**config.mk**
```make
export PLATFORM = sky130hd
export DESIGN_NAME = quadrature_position_p_controller_flat
export DESIGN_NICKNAME = d
export VERILOG_FILES = /design/src/qpc_pkg.sv /design/src/qpc_if.sv /design/src/qpc_alu.sv /design/src/qpc_counter.sv /design/src/quadrature_position_p_controller.sv /design/src/flat_wrapper.sv
export SDC_FILE = /design/constraint.sdc
export NUM_CORES = 1
export LEC_CHECK = 0
export ABC_AREA = 1
export BUFFER_PORTS_ARGS = -buffer_cell sky130_fd_sc_hd__buf_4
export CELL_PAD_IN_SITES_DETAIL_PLACEMENT = 1
export CELL_PAD_IN_SITES_GLOBAL_PLACEMENT = 1
export CORE_MARGIN = 4
export CORE_UTILIZATION = 48
export CTS_BUF_LIST = sky130_fd_sc_hd__clkbuf_4 sky130_fd_sc_hd__clkbuf_8
export CTS_CLUSTER_DIAMETER = 80
export CTS_CLUSTER_SIZE = 8
export DETAILED_ROUTE_END_ITERATION = 7
export PLACE_DENSITY = 0.87
export SLEW_MARGIN = 0
export SYNTH_ARGS = -nofsm -noshare
export SYNTH_HDL_FRONTEND = slang
export SYNTH_SLANG_ARGS = --single-unit
```
**constraint.sdc**
```tcl
create_clock -name i_clk -period 7 [get_ports i_clk]
set_input_delay 0.35 -clock i_clk [delete_from_list [all_inputs] [get_ports i_clk]]
set_output_delay 0.35 -clock i_clk [all_outputs]
set_load 0.01 [all_outputs]
```
**src/qpc_pkg.sv**
```systemverilog
`default_nettype none

package qpc_pkg;

    // Configuration register indexes.
    localparam logic [7:0] REG_GAIN_BASE        = 8'd0;
    localparam logic [7:0] REG_GAIN_SPAN        = 8'd1;
    localparam logic [7:0] REG_REFERENCE_SPAN   = 8'd2;
    localparam logic [7:0] REG_REFERENCE_OFFSET = 8'd3;

    // Register reset values.
    localparam logic [7:0] GAIN_BASE_RST        = 8'd10;
    localparam logic [7:0] GAIN_SPAN_RST        = 8'd60;
    localparam logic [9:0] REFERENCE_SPAN_RST   = 10'd250;
    localparam logic [9:0] REFERENCE_OFFSET_RST = 10'd20;

    // Angle arithmetic. The bias is a multiple of a full turn that makes
    // every 16-bit signed position non-negative.
    localparam logic [16:0] DEGREES    = 17'd360;
    localparam logic [16:0] TURN_BIAS  = 17'd33120;
    localparam logic [9:0]  DUTY_MAX   = 10'd1023;

    // One input word.
    typedef struct packed {
        logic       mode;
        logic       enc_a;
        logic       enc_b;
        logic [9:0] ref_sample;
        logic [9:0] gain_sample;
    } t_in_word;

    // One result word.
    typedef struct packed {
        logic [9:0]         duty;
        logic               direction;
        logic signed [15:0] position;
        logic [8:0]         angle;
        logic [10:0]        target_angle;
        logic [8:0]         loop_gain;
    } t_out_word;

    // One configuration write.
    typedef struct packed {
        logic [7:0] index;
        logic [9:0] value;
    } t_cfg_word;

    // Operations of the shared arithmetic unit.
    typedef enum logic [1:0] {
        OP_MUL,
        OP_CSUB,
        OP_ADIF
    } t_alu_op;

    typedef struct packed {
        t_alu_op     op;
        logic [16:0] a;
        logic [16:0] b;
    } t_alu_cmd;

    typedef struct packed {
        logic [20:0] res;
        logic        ge;
    } t_alu_rsp;

    // Counter controls from the sequencer.
    typedef struct packed {
        logic enc_strobe;
        logic tick_strobe;
        logic enc_a;
        logic enc_b;
    } t_cnt_ctl;

    // Floor of x / 1023 for x up to 1023 * 1023, by the reciprocal series.
    function automatic logic [9:0] div1023(input logic [19:0] x);
        logic [20:0] sum;
        sum = {1'b0, x} + {11'd0, x[19:10]} + 21'd1;
        return sum[19:10];
    endfunction

endpackage

`default_nettype wire

```
**src/qpc_if.sv**
```systemverilog
`default_nettype none

// Valid/ready channel carrying one word of type T_WORD.
interface qpc_chan_if #(
    parameter type T_WORD = logic
) ();
    logic  valid;
    logic  ready;
    T_WORD data;

    modport source (output valid, output data, input ready);
    modport sink   (input valid, input data, output ready);
endinterface

`default_nettype wire

```
**src/qpc_alu.sv**
```systemverilog
`default_nettype none

module qpc_alu
    import qpc_pkg::*;
(
    input  wire t_alu_cmd i_cmd,
    output t_alu_rsp      o_rsp
);

    logic [16:0] w_diff_ab;
    logic [16:0] w_diff_ba;
    logic        w_ge;

    // Both differences and the compare share one subtractor pair.
    assign w_ge      = (i_cmd.a >= i_cmd.b);
    assign w_diff_ab = i_cmd.a - i_cmd.b;
    assign w_diff_ba = i_cmd.b - i_cmd.a;

    always_comb begin
        o_rsp.ge = w_ge;
        unique case (i_cmd.op)
            OP_MUL:  o_rsp.res = 21'(i_cmd.a[10:0] * i_cmd.b[9:0]);
            OP_CSUB: o_rsp.res = {4'd0, (w_ge ? w_diff_ab : i_cmd.a)};
            OP_ADIF: o_rsp.res = {4'd0, (w_ge ? w_diff_ab : w_diff_ba)};
            default: o_rsp.res = '0;
        endcase
    end

endmodule

`default_nettype wire

```
**src/qpc_counter.sv**
```systemverilog
`default_nettype none

module qpc_counter
    import qpc_pkg::*;
(
    input  wire                i_clk,
    input  wire                i_rst_n,
    input  wire t_cnt_ctl      i_ctl,
    output logic signed [15:0] o_position
);

    logic [1:0]         r_last_ab;
    logic signed [7:0]  r_quarter;
    logic signed [15:0] r_position;

    logic [1:0]         w_pair;
    logic signed [7:0]  w_bias;
    logic signed [7:0]  w_periods;
    logic signed [7:0]  w_rem;

    assign w_pair = {i_ctl.enc_b, i_ctl.enc_a};

    // Whole periods truncated toward zero; the remainder stays in the counter.
    assign w_bias    = r_quarter + (r_quarter[7] ? 8'sd3 : 8'sd0);
    assign w_periods = w_bias >>> 2;
    assign w_rem     = r_quarter - (w_periods <<< 2);

    // Quarter-step decoding and period transfer.
    always_ff @(posedge i_clk) begin
        if (!i_rst_n) begin
            r_last_ab  <= 2'b00;
            r_quarter  <= '0;
            r_position <= '0;
        end else if (i_ctl.tick_strobe) begin
            r_quarter  <= w_rem;
            r_position <= r_position + {{8{w_periods[7]}}, w_periods};
        end else if (i_ctl.enc_strobe && (w_pair != r_last_ab)) begin
            if (i_ctl.enc_a == r_last_ab[1]) begin
                r_quarter <= r_quarter - 8'sd1;
            end else begin
                r_quarter <= r_quarter + 8'sd1;
            end
            r_last_ab <= w_pair;
        end
    end

    assign o_position = r_position;

    // After a tick only a partial period is left.
    a_quarter_rem: assert property (@(posedge i_clk) disable iff (!i_rst_n)
        i_ctl.tick_strobe |=> (r_quarter >= -8'sd3 && r_quarter <= 8'sd3))
        else $error("quarter remainder out of range after tick");

    // An encoder sample never moves the position.
    a_enc_pos: assert property (@(posedge i_clk) disable iff (!i_rst_n)
        (i_ctl.enc_strobe && !i_ctl.tick_strobe) |=> $stable(r_position))
        else $error("position moved on an encoder sample");

endmodule

`default_nettype wire

```
**src/quadrature_position_p_controller.sv**
```systemverilog
`default_nettype none

// Channel  Role    Word         Accepted when
// i_in     sink    t_in_word    i_in.valid && i_in.ready
// o_out    source  t_out_word   o_out.valid && o_out.ready
// i_cfg    sink    t_cfg_word   i_cfg.valid && i_cfg.ready (always ready)
//
// An encoder sample gives no word.
// A control tick reaches the output register through three multiply or
// scale steps, eight restoring steps of the modulo 360, then error and duty,
// all on one shared multiply/compare-subtract unit but the final gain scaling.
// A stalled output holds the sequencer in its last state until the word leaves.
// Reset is synchronous and active low; it restores the register defaults.

module quadrature_position_p_controller
    import qpc_pkg::*;
(
    input  wire        i_clk,
    input  wire        i_rst_n,
    qpc_chan_if.sink   i_in,
    qpc_chan_if.source o_out,
    qpc_chan_if.sink   i_cfg
);

    typedef enum logic [2:0] {
        S_IDLE,
        S_REF_MUL,
        S_GAIN_MUL,
        S_GAIN_FIN,
        S_MOD,
        S_ERR,
        S_DUTY_MUL,
        S_OUT
    } t_state;

    t_state             r_state;
    logic [2:0]         r_step;
    logic [9:0]         r_ref_sample;
    logic [9:0]         r_gain_sample;
    logic [20:0]        r_prod;
    logic [10:0]        r_ref;
    logic [8:0]         r_gain;
    logic [16:0]        r_rem;
    logic [10:0]        r_err;
    logic               r_dir;
    t_out_word          r_out;
    logic               r_out_valid;

    logic [7:0]         r_gain_base;
    logic [7:0]         r_gain_span;
    logic [9:0]         r_reference_span;
    logic [9:0]         r_reference_offset;

    t_alu_cmd           w_cmd;
    t_alu_rsp           w_rsp;
    t_cnt_ctl           w_cnt;
    logic signed [15:0] w_position;
    logic               w_in_acc;
    logic [9:0]         w_div;
    logic [9:0]         w_gain_sum;
    logic               w_out_free;

    assign i_in.ready  = (r_state == S_IDLE);
    assign i_cfg.ready = 1'b1;
    assign w_in_acc    = i_in.valid && i_in.ready;
    assign w_out_free  = !r_out_valid || o_out.ready;

    // Counter strobes straight from the accepted word.
    assign w_cnt.enc_strobe  = w_in_acc && !i_in.data.mode;
    assign w_cnt.tick_strobe = w_in_acc && i_in.data.mode;
    assign w_cnt.enc_a       = i_in.data.enc_a;
    assign w_cnt.enc_b       = i_in.data.enc_b;

    qpc_counter u_counter (
        .i_clk      (i_clk),
        .i_rst_n    (i_rst_n),
        .i_ctl      (w_cnt),
        .o_position (w_position)
    );

    qpc_alu u_alu (
        .i_cmd (w_cmd),
        .o_rsp (w_rsp)
    );

    // Scaling of the last registered product.
    assign w_div      = div1023(r_prod[19:0]);
    assign w_gain_sum = {2'b00, r_gain_base} + w_div;

    // Operand selection for the shared unit.
    always_comb begin
        w_cmd.op = OP_MUL;
        w_cmd.a  = '0;
        w_cmd.b  = '0;
        unique case (r_state)
            S_REF_MUL: begin
                w_cmd.a = {7'd0, r_ref_sample};
                w_cmd.b = {7'd0, r_reference_span};
            end
            S_GAIN_MUL: begin
                w_cmd.a = {7'd0, r_gain_sample};
                w_cmd.b = {9'd0, r_gain_span};
            end
            S_MOD: begin
                w_cmd.op = OP_CSUB;
                w_cmd.a  = r_rem;
                w_cmd.b  = DEGREES << r_step;
            end
            S_ERR: begin
                w_cmd.op = OP_ADIF;
                w_cmd.a  = {6'd0, r_ref};
                w_cmd.b  = {8'd0, r_rem[8:0]};
            end
            S_DUTY_MUL: begin
                w_cmd.a = {6'd0, r_err};
                w_cmd.b = {8'd0, r_gain};
            end
            default: begin
                w_cmd.op = OP_MUL;
            end
        endcase
    end

    // Sequencer, configuration registers and output register.
    always_ff @(posedge i_clk) begin
        if (!i_rst_n) begin
            r_state            <= S_IDLE;
            r_step             <= '0;
            r_out_valid        <= 1'b0;
            r_gain_base        <= GAIN_BASE_RST;
            r_gain_span        <= GAIN_SPAN_RST;
            r_reference_span   <= REFERENCE_SPAN_RST;
            r_reference_offset <= REFERENCE_OFFSET_RST;
        end else begin
            if (i_cfg.valid) begin
                unique case (i_cfg.data.index)
                    REG_GAIN_BASE:        r_gain_base        <= i_cfg.data.value[7:0];
                    REG_GAIN_SPAN:        r_gain_span        <= i_cfg.data.value[7:0];
                    REG_REFERENCE_SPAN:   r_reference_span   <= i_cfg.data.value;
                    REG_REFERENCE_OFFSET: r_reference_offset <= i_cfg.data.value;
                    default: ;
                endcase
            end

            // The output state reloads the word itself when it leaves.
            if (r_out_valid && o_out.ready && (r_state != S_OUT)) begin
                r_out_valid <= 1'b0;
            end

            unique case (r_state)
                S_IDLE: begin
                    if (w_in_acc && i_in.data.mode) begin
                        r_ref_sample  <= i_in.data.ref_sample;
                        r_gain_sample <= i_in.data.gain_sample;
                        r_state       <= S_REF_MUL;
                    end
                end
                S_REF_MUL: begin
                    r_prod  <= w_rsp.res;
                    r_rem   <= {w_position[15], w_position} + TURN_BIAS;
                    r_state <= S_GAIN_MUL;
                end
                S_GAIN_MUL: begin
                    r_ref   <= {1'b0, r_reference_offset} + {1'b0, w_div};
                    r_prod  <= w_rsp.res;
                    r_state <= S_GAIN_FIN;
                end
                S_GAIN_FIN: begin
                    r_gain  <= w_gain_sum[8:0];
                    r_step  <= 3'd7;
                    r_state <= S_MOD;
                end
                S_MOD: begin
                    r_rem  <= w_rsp.res[16:0];
                    r_step <= r_step - 3'd1;
                    if (r_step == 3'd0) begin
                        r_state <= S_ERR;
                    end
                end
                S_ERR: begin
                    r_dir   <= !w_rsp.ge;
                    r_err   <= w_rsp.res[10:0];
                    r_state <= S_DUTY_MUL;
                end
                S_DUTY_MUL: begin
                    r_prod  <= w_rsp.res;
                    r_state <= S_OUT;
                end
                S_OUT: begin
                    if (w_out_free) begin
                        r_out.duty         <= (r_prod > {11'd0, DUTY_MAX}) ?
                                              DUTY_MAX : r_prod[9:0];
                        r_out.direction    <= r_dir;
                        r_out.position     <= w_position;
                        r_out.angle        <= r_rem[8:0];
                        r_out.target_angle <= r_ref;
                        r_out.loop_gain    <= r_gain;
                        r_out_valid        <= 1'b1;
                        r_state            <= S_IDLE;
                    end
                end
                default: r_state <= S_IDLE;
            endcase
        end
    end

    assign o_out.valid = r_out_valid;
    assign o_out.data  = r_out;

    // The modulo steps leave an angle below a full turn.
    a_angle_range: assert property (@(posedge i_clk) disable iff (!i_rst_n)
        (r_state == S_ERR) |-> (r_rem < DEGREES))
        else $error("angle remainder not reduced below 360");

    // Scaled gain and reference stay in their ranges.
    a_scale_range: assert property (@(posedge i_clk) disable iff (!i_rst_n)
        (r_state == S_ERR) |-> (r_gain <= 9'd510 && r_ref <= 11'd2046))
        else $error("scaled gain or reference out of range");

    // A control tick keeps the input closed on the following cycle.
    a_tick_busy: assert property (@(posedge i_clk) disable iff (!i_rst_n)
        (w_in_acc && i_in.data.mode) |=> !i_in.ready)
        else $error("input reopened right after a control tick");

    // A waiting word is never overwritten.
    a_out_hold: assert property (@(posedge i_clk) disable iff (!i_rst_n)
        (r_out_valid && !o_out.ready) |=> (r_out_valid && $stable(r_out)))
        else $error("stalled output word changed");

endmodule

`default_nettype wire

```
**src/flat_wrapper.sv**
```systemverilog
// flat-port wrapper written by rule: the top's interface ports become plain ports
module quadrature_position_p_controller_flat import qpc_pkg::*;
  (i_clk, i_rst_n, i_in_valid, i_in_data, i_in_ready, o_out_valid, o_out_data, o_out_ready, i_cfg_valid, i_cfg_data, i_cfg_ready);
  qpc_chan_if #(.T_WORD(t_in_word)) i_in_i ();
  qpc_chan_if #(.T_WORD(t_out_word)) o_out_i ();
  qpc_chan_if #(.T_WORD(t_cfg_word)) i_cfg_i ();
  input  wire i_clk;
  input  wire i_rst_n;
  input wire logic [$bits(i_in_i.valid)-1:0] i_in_valid;
  input wire logic [$bits(i_in_i.data)-1:0] i_in_data;
  output wire logic [$bits(i_in_i.ready)-1:0] i_in_ready;
  output wire logic [$bits(o_out_i.valid)-1:0] o_out_valid;
  output wire logic [$bits(o_out_i.data)-1:0] o_out_data;
  input wire logic [$bits(o_out_i.ready)-1:0] o_out_ready;
  input wire logic [$bits(i_cfg_i.valid)-1:0] i_cfg_valid;
  input wire logic [$bits(i_cfg_i.data)-1:0] i_cfg_data;
  output wire logic [$bits(i_cfg_i.ready)-1:0] i_cfg_ready;
  assign i_in_i.valid = i_in_valid;
  assign i_in_i.data = i_in_data;
  assign i_in_ready = i_in_i.ready;
  assign o_out_valid = o_out_i.valid;
  assign o_out_data = o_out_i.data;
  assign o_out_i.ready = o_out_ready;
  assign i_cfg_i.valid = i_cfg_valid;
  assign i_cfg_i.data = i_cfg_data;
  assign i_cfg_ready = i_cfg_i.ready;
  quadrature_position_p_controller u_core (.i_clk(i_clk), .i_rst_n(i_rst_n), .i_in(i_in_i), .o_out(o_out_i), .i_cfg(i_cfg_i));
endmodule
```
# After elaboration in Yosys (flattened, before gate mapping)
# Index checks and enable logic that the tools add are counted.
dict set report totals {
  reg_bits 215
  output_inout_bits 59
  wordCells 109
}
dict set report op_classes {
  addsub 13
  mul 1
  order_cmp 2
  n_eq_ne 18
  n_shift 1
  mux 18
  bitwise 1
  reduce_logical 31
}
# cell count
set op_table {}
lappend op_table {{$pmux 34 s5} 1}
lappend op_table {{$pmux 21 s3} 1}
lappend op_table {{$mux 17} 2}
lappend op_table {{$pmux 17 s2} 1}
lappend op_table {{$sub 17x17->17} 2}
lappend op_table {{$mux 8} 3}
lappend op_table {{$pmux 3 s8} 1}
lappend op_table {{$gt 21x10->1 const B} 1}
lappend op_table {{$mul 11x10->21} 1}
lappend op_table {{$add 20x1->20 const B} 1}
lappend op_table {{$add 20x10->20} 1}
lappend op_table {{$reduce_and 2->1} 10}
lappend op_table {{$add 17x16->17 const B} 1}
lappend op_table {{$ge 17x17->1} 1}
lappend op_table {{$shl 9x3->17 const A} 1}
lappend op_table {{$add 16x16->16} 1}
lappend op_table {{$eq 8x2->1 const B} 2}
lappend op_table {{$eq 3x3->1 const B} 4}
lappend op_table {{$add 10x10->11} 1}
lappend op_table {{$add 8x9->9} 1}
lappend op_table {{$mux 3} 3}
lappend op_table {{$reduce_and 3->1} 3}
lappend op_table {{$add 8x2->8 const B} 1}
lappend op_table {{$add 8x8->8} 1}
lappend op_table {{other kinds (26)} 40}

# Depth between registers and ports, before layout
dict set report logic_depth {
  word_depth 6
  ltp_mapped 32
  depth_no_buf 32
}

# Cells and area by module
# A second synthesis with hierarchy kept.
dict set report hier_totals {
  hier_cells 2365
  hier_area_um2 18028.5
}
# mod n_inst cells_per_inst area_each_um2 seq_area_each_um2
set by_module_without_submodules {}
lappend by_module_without_submodules {quadrature_position_p_controller 1 892 8908.5 5245.0}
lappend by_module_without_submodules {qpc_alu 1 1090 6703.9 0.0}
lappend by_module_without_submodules {qpc_counter 1 383 2416.1 520.5}

# Worst setup path before layout
# No wires, ideal clock.
dict set report synth_timing {
  kind {register to register}
  from {register u_core.r_state[1]}
  to {register u_core.r_prod[11], data pin}
  setup_ns 0.259
  arrival_ns 5.554
  t_required_ns 6.741
  slack_ns 1.188
  path_stages_with_launch 27
  path_buffers 2
  synth_period_minus_slack_ns 5.812
  path_cell_list {dfxtp_1 -> inv_1 -> ha_1 -> buf_2 -> nand2_1 -> inv_2 -> buf_4 -> a211oi_2 -> nor2_2 -> ha_1 -> inv_1 -> fa_1 -> inv_1 -> fa_1 -> fa_1 -> fa_1 -> inv_1 -> fa_1 -> inv_1 -> ha_1 -> nand2_1 -> nor2_1 -> nor2_1 -> o21ai_0 -> or2_2 -> nand2_1 -> nand3_1}
}
# item line_no
set synth_rtl {}
lappend synth_rtl {{start, declared} quadrature_position_p_controller.sv:36} ;# t_state r_state;
lappend synth_rtl {{start signal, assigned} quadrature_position_p_controller.sv:127} ;# r_state <= S_IDLE;
lappend synth_rtl {{start signal, assigned} quadrature_position_p_controller.sv:155} ;# r_state <= S_REF_MUL;
lappend synth_rtl {{start signal, assigned} quadrature_position_p_controller.sv:161} ;# r_state <= S_GAIN_MUL;
lappend synth_rtl {{end signal, assigned} quadrature_position_p_controller.sv:159} ;# r_prod <= w_rsp.res;
lappend synth_rtl {{end signal, assigned} quadrature_position_p_controller.sv:165} ;# r_prod <= w_rsp.res;
lappend synth_rtl {{end signal, assigned} quadrature_position_p_controller.sv:186} ;# r_prod <= w_rsp.res;
lappend synth_rtl {{end, declared} quadrature_position_p_controller.sv:40} ;# logic [20:0] r_prod;

==> impl_metrics.py <==
metrics = {
    "grt": {
        "grt_use_total_pct": 34.3,
        "antenna_found_initial": 0,
        "number_of_global_route_vias_before_repair": 17100,
        "grt_pass1_wl_mm": 103,
        "globalRoute.totalOverflow": 0,
        "pin_count_of_the_biggest_net_entering_global_routing": 62,
    },
    "placement": {
        "sum_of_net_half_perimeters_after_detailed_placement_mm": 53.2,
        "routabilityCongestion": 0.999,
        "pre_cts_ws_ns": 0.0755,
        "placed_cells": 2736,
        "placement.io_buffers": 103,
    },
    "setup_path": {
        "crit_slowest_cell": "sky130_fd_sc_hd__fa_1",
        "r2r_cells": 27,
        "timing.critical_path.buf_inv": 7,
        "largest_fanout_on_the_critical_path": 14,
        "setup.reg_to_reg.worst_slack_ns": 0.1,
        "worst_setup_path_end_kind": "flip-flop",
        "critical-path-max-stage-delay_ns": 0.55,
        "timing.critical_path.to": "u_core.r_prod[11]$_DFFE_PP_",
        "reg2reg_to": "u_core.r_prod[11]$_DFFE_PP_",
        "path_delay_family": "adder cells",
        "crit_required_ns": 7.34,
        "crit_top_cell": "sky130_fd_sc_hd__fa_1",
        "worst_ep_arrival_time_ns": 7.25,
        "source_of_the_critical_timing_path": "u_core.r_state[1]$_SDFFE_PN0P_",
        "worst-path-stages": 27,
        "regToRegStartpoint": "u_core.r_state[1]$_SDFFE_PN0P_",
        "worstSetupStartpointType": "flip-flop",
        "critPathKind": "reg -> reg",
    },
    "routing": {
        "number_of_drc_violations_after_detailed_routing": 0,
        "remaining_number_of_nets_flagged_by_the_antenna_check_after_routing": 0,
        "iteration_0_drc_count_of_the_detailed_router": 1487,
        "drtPass1Iterations": 6,
        "detail_route.wirelength_mm": 68.1,
        "vias": 16500,
        "post_drt_wl_per_cell_um": 24.1,
        "route.detailed.vias_per_inst": 5.85,
    },
    "logic_synthesis": {
        "netlist-cell-type-count": 58,
        "synth-async-reset-ratio_pct": 0,
        "ys_seq_elements": 215,
        "synth_ff_type": "sky130_fd_sc_hd__edfxtp_1",
        "syn-instance-count": 2172,
        "synth_sequential_area_ratio_pct": 33.4,
        "synthesis.area_um2": 17300,
        "synth_nets": 2457,
        "synthesis.yosys.warnings": 0,
        "syn_area_per_cell_um2": 7.95,
        "synth-edff-count": 146,
    },
    "die": {
        "boundaryPins": 105,
        "core-area_um2": 35600,
        "floorplan.initialDensity_pct": 48.5,
        "die_w_um": 198,
        "fp-row-count": 69,
        "dieArea_um2": 39100,
        "die-height_um": 198,
    },
    "run": {
        "cap_violations": 0,
    },
    "power": {
        "static-leakage-power_nw": 9.71,
        "power.density_nw_per_um2": 520,
        "vdd_ir_drop_max_uv": 459,
    },
    "sta": {
        "fin_crit_ns": 6.90,
        "slew-limit-headroom_pct": 12.3,
        "timing.fmax_mhz": 145,
        "finalHoldViolCount": 0,
        "setup_slack_ns": 0.0972,
        "fin_worst_skew_ns": 0.0496,
        "tightest_slew_ns": 1.31,
        "slew_violations": 0,
        "setup_viol": 0,
        "period_share_pct": 98.6,
    },
    "clock_network": {
        "clock_path_buffers": 3,
        "numCtsBuffers": 34,
        "clk_tree_root_cell": "sky130_fd_sc_hd__clkbuf_8",
        "clock_tree.htree_level_count": 2,
        "clock-sinks": 215,
        "cts_tree": "built",
        "worst_skew_pair.late_latency_ns": 0.60,
        "clkSlewWorstSetupHoldPaths_ns": 0.07,
    },
    "cells_and_area": {
        "areaGrowthSynthToFinish_pct": 14.3,
        "num_antenna_cells": 0,
        "final_layout_size_suffix_gt1_share_pct": 13.1,
        "layout.filler_cells": 4413,
        "nNetsFinal": 2620,
        "finish.cell_count_without_fillers": 2822,
    },
    "run_status": {
        "outcome": "finished clean",
    },
    "worst_hold_path": {
        "hold_class": "in -> reg",
    },
}
cells by family after synthesis:
family / after synthesis / synth area share, %
compound gates: 318 / 10.7
buf+inv: 388 / 8.78
xor+xnor: 56 / 2.84
flops: 215 / 33.4
fa+ha+maj: 239 / 20.6
other cells: 1 / 0.0217
simple gates: 955 / 23.7
layout by cell type (no fill, tap or decap), drive strengths merged, types with 14 or more instances in the layout:
| cell type | instances |
|---|---|
| ha | 163 |
| xor2 | 44 |
| fa | 76 |
| nand3 | 162 |
| nor3 | 14 |
| clkbuf | 57 |
| nand4 | 22 |
| o211ai | 17 |
| dfxtp | 69 |
| buf | 148 |
| inv | 342 |
| o21ai | 121 |
| edfxtp | 146 |
| a21oi | 128 |
| nand2 | 538 |
| nor2 | 199 |
| dlygate4sd3 | 20 |
final cells by class:
type | instances | area, µm² | area share, %
multi-input cells | 1569 | 10000 | 50.9
repair buffers | 168 | 1310 | 6.64
flip-flops and latches | 215 | 5770 | 29.2
well taps | 461 | 577 | 2.92
inverters | 347 | 1310 | 6.63
clock inverters | 5 | 87.6 | 0.444
clock buffers | 57 | 647 | 3.28
report_power, final:
| part | leakage (nW) | internal [mW] | switching [mW] | total (mW) |
|---|---|---|---|---|
| Clock | 0.391 | 0.661 | 0.573 | 1.23 |
| Sequential | 1.88 | 1.65 | 0.219 | 1.87 |
| Combinational | 7.44 | 2.15 | 5.00 | 7.15 |
worst min-delay path by stage:
stage                                start                                       to  slack [ns]  cells past startpoint
finish                       i_cfg_data[7]  u_core.r_reference_span[7]$_SDFFE_PN1P_        0.02                      3
CTS                          i_cfg_data[7]  u_core.r_reference_span[7]$_SDFFE_PN1P_       0.008                      3
detailed placement  u_core.r_dir$_DFFE_PP_          u_core.o_out.data[45]$_DFFE_PP_        0.42                      0
global route                 i_cfg_data[7]  u_core.r_reference_span[7]$_SDFFE_PN1P_        0.02                      3
floorplan           u_core.r_dir$_DFFE_PP_          u_core.o_out.data[45]$_DFFE_PP_        0.40                      0
global placement    u_core.r_dir$_DFFE_PP_          u_core.o_out.data[45]$_DFFE_PP_        0.40                      0
routing by layer:
metal,up-vias,share of wire [%],track usage (%)
li1,7414,-,-
met1,8221,41,45.4
met2,702,47,57.1
met3,174,7.2,5.80
met4,0,4.3,12.0
met5,-,0,0
cell usage after synthesis, types with 3 or more instances:
cell / n / area [µm²]
sky130_fd_sc_hd__inv_1: 322 / 1210
sky130_fd_sc_hd__nor2_1: 182 / 683
sky130_fd_sc_hd__fa_1: 76 / 1520
sky130_fd_sc_hd__o211ai_1: 17 / 128
sky130_fd_sc_hd__nand2_1: 520 / 1950
sky130_fd_sc_hd__a22o_1: 4 / 35.0
sky130_fd_sc_hd__nor2_2: 12 / 75.1
sky130_fd_sc_hd__a31oi_1: 4 / 25.0
sky130_fd_sc_hd__nor3_1: 13 / 65.1
sky130_fd_sc_hd__ha_1: 163 / 2040
sky130_fd_sc_hd__clkinv_1: 7 / 26.3
sky130_fd_sc_hd__nor2_4: 5 / 56.3
sky130_fd_sc_hd__o21a_1: 5 / 37.5
sky130_fd_sc_hd__clkbuf_1: 17 / 63.8
sky130_fd_sc_hd__edfxtp_1: 146 / 4380
sky130_fd_sc_hd__nand3_2: 8 / 80.1
sky130_fd_sc_hd__a32o_1: 4 / 40.0
sky130_fd_sc_hd__dfxtp_1: 69 / 1380
sky130_fd_sc_hd__nor4_1: 4 / 25.0
sky130_fd_sc_hd__xor2_1: 44 / 385
sky130_fd_sc_hd__nand3_1: 154 / 771
sky130_fd_sc_hd__o21ai_2: 9 / 78.8
sky130_fd_sc_hd__buf_2: 14 / 70.1
sky130_fd_sc_hd__nand4_1: 22 / 138
sky130_fd_sc_hd__or2_2: 7 / 43.8
sky130_fd_sc_hd__buf_4: 6 / 45.0
sky130_fd_sc_hd__o21ai_0: 99 / 495
sky130_fd_sc_hd__a21o_1: 5 / 37.5
sky130_fd_sc_hd__o21ai_1: 13 / 65.1
sky130_fd_sc_hd__a211oi_2: 3 / 37.5
sky130_fd_sc_hd__nand3b_1: 4 / 30.0
sky130_fd_sc_hd__a21oi_1: 127 / 636
sky130_fd_sc_hd__o21bai_1: 9 / 67.6
sky130_fd_sc_hd__o31ai_1: 4 / 30.0
sky130_fd_sc_hd__xnor2_1: 12 / 105
sky130_fd_sc_hd__nand2_2: 16 / 100
sky130_fd_sc_hd__inv_2: 18 / 67.6
what timing repair did:
action	in CTS	in global routing
setup endpoints to repair	1	20
pin swaps	0	2
hold buffers	20	0
buffers inserted	0	4
gates resized for setup	2	15
endpoints found under the hold margin	20	0
metrics by stage:
stage          TNS [ns]  instance area (µm²)  hold slack [ns]  utilization, %  power (mW)
2_1_floorplan         0                17300            0.400               -        6.58
3_3_place_gp          0                18700            0.404            52.7        8.42
3_5_place_dp          0                18700            0.419            52.7        8.71
4_1_cts               0                19700          0.00755            55.3        10.1
5_1_grt          -0.588                19700           0.0188            55.5        11.0
6_report              0                19700           0.0239            55.5        10.3
registers in the layout, summed over array words and instances, names as in the netlist, 11 cells and up:
name,flops
u_core.r_err,11
u_core.r_prod,21
u_core.o_out.data,56
u_core.r_rem,17
u_core.u_counter.o_position,16
u_core.r_ref,11
worst min-delay path, stage by stage:
cell,delay (ns)
sky130_fd_sc_hd__buf_4,0.11
sky130_fd_sc_hd__nand2_1,0.06
sky130_fd_sc_hd__nand3_1,0.06
No activity file was read; power rests on OpenSTA's default activity.
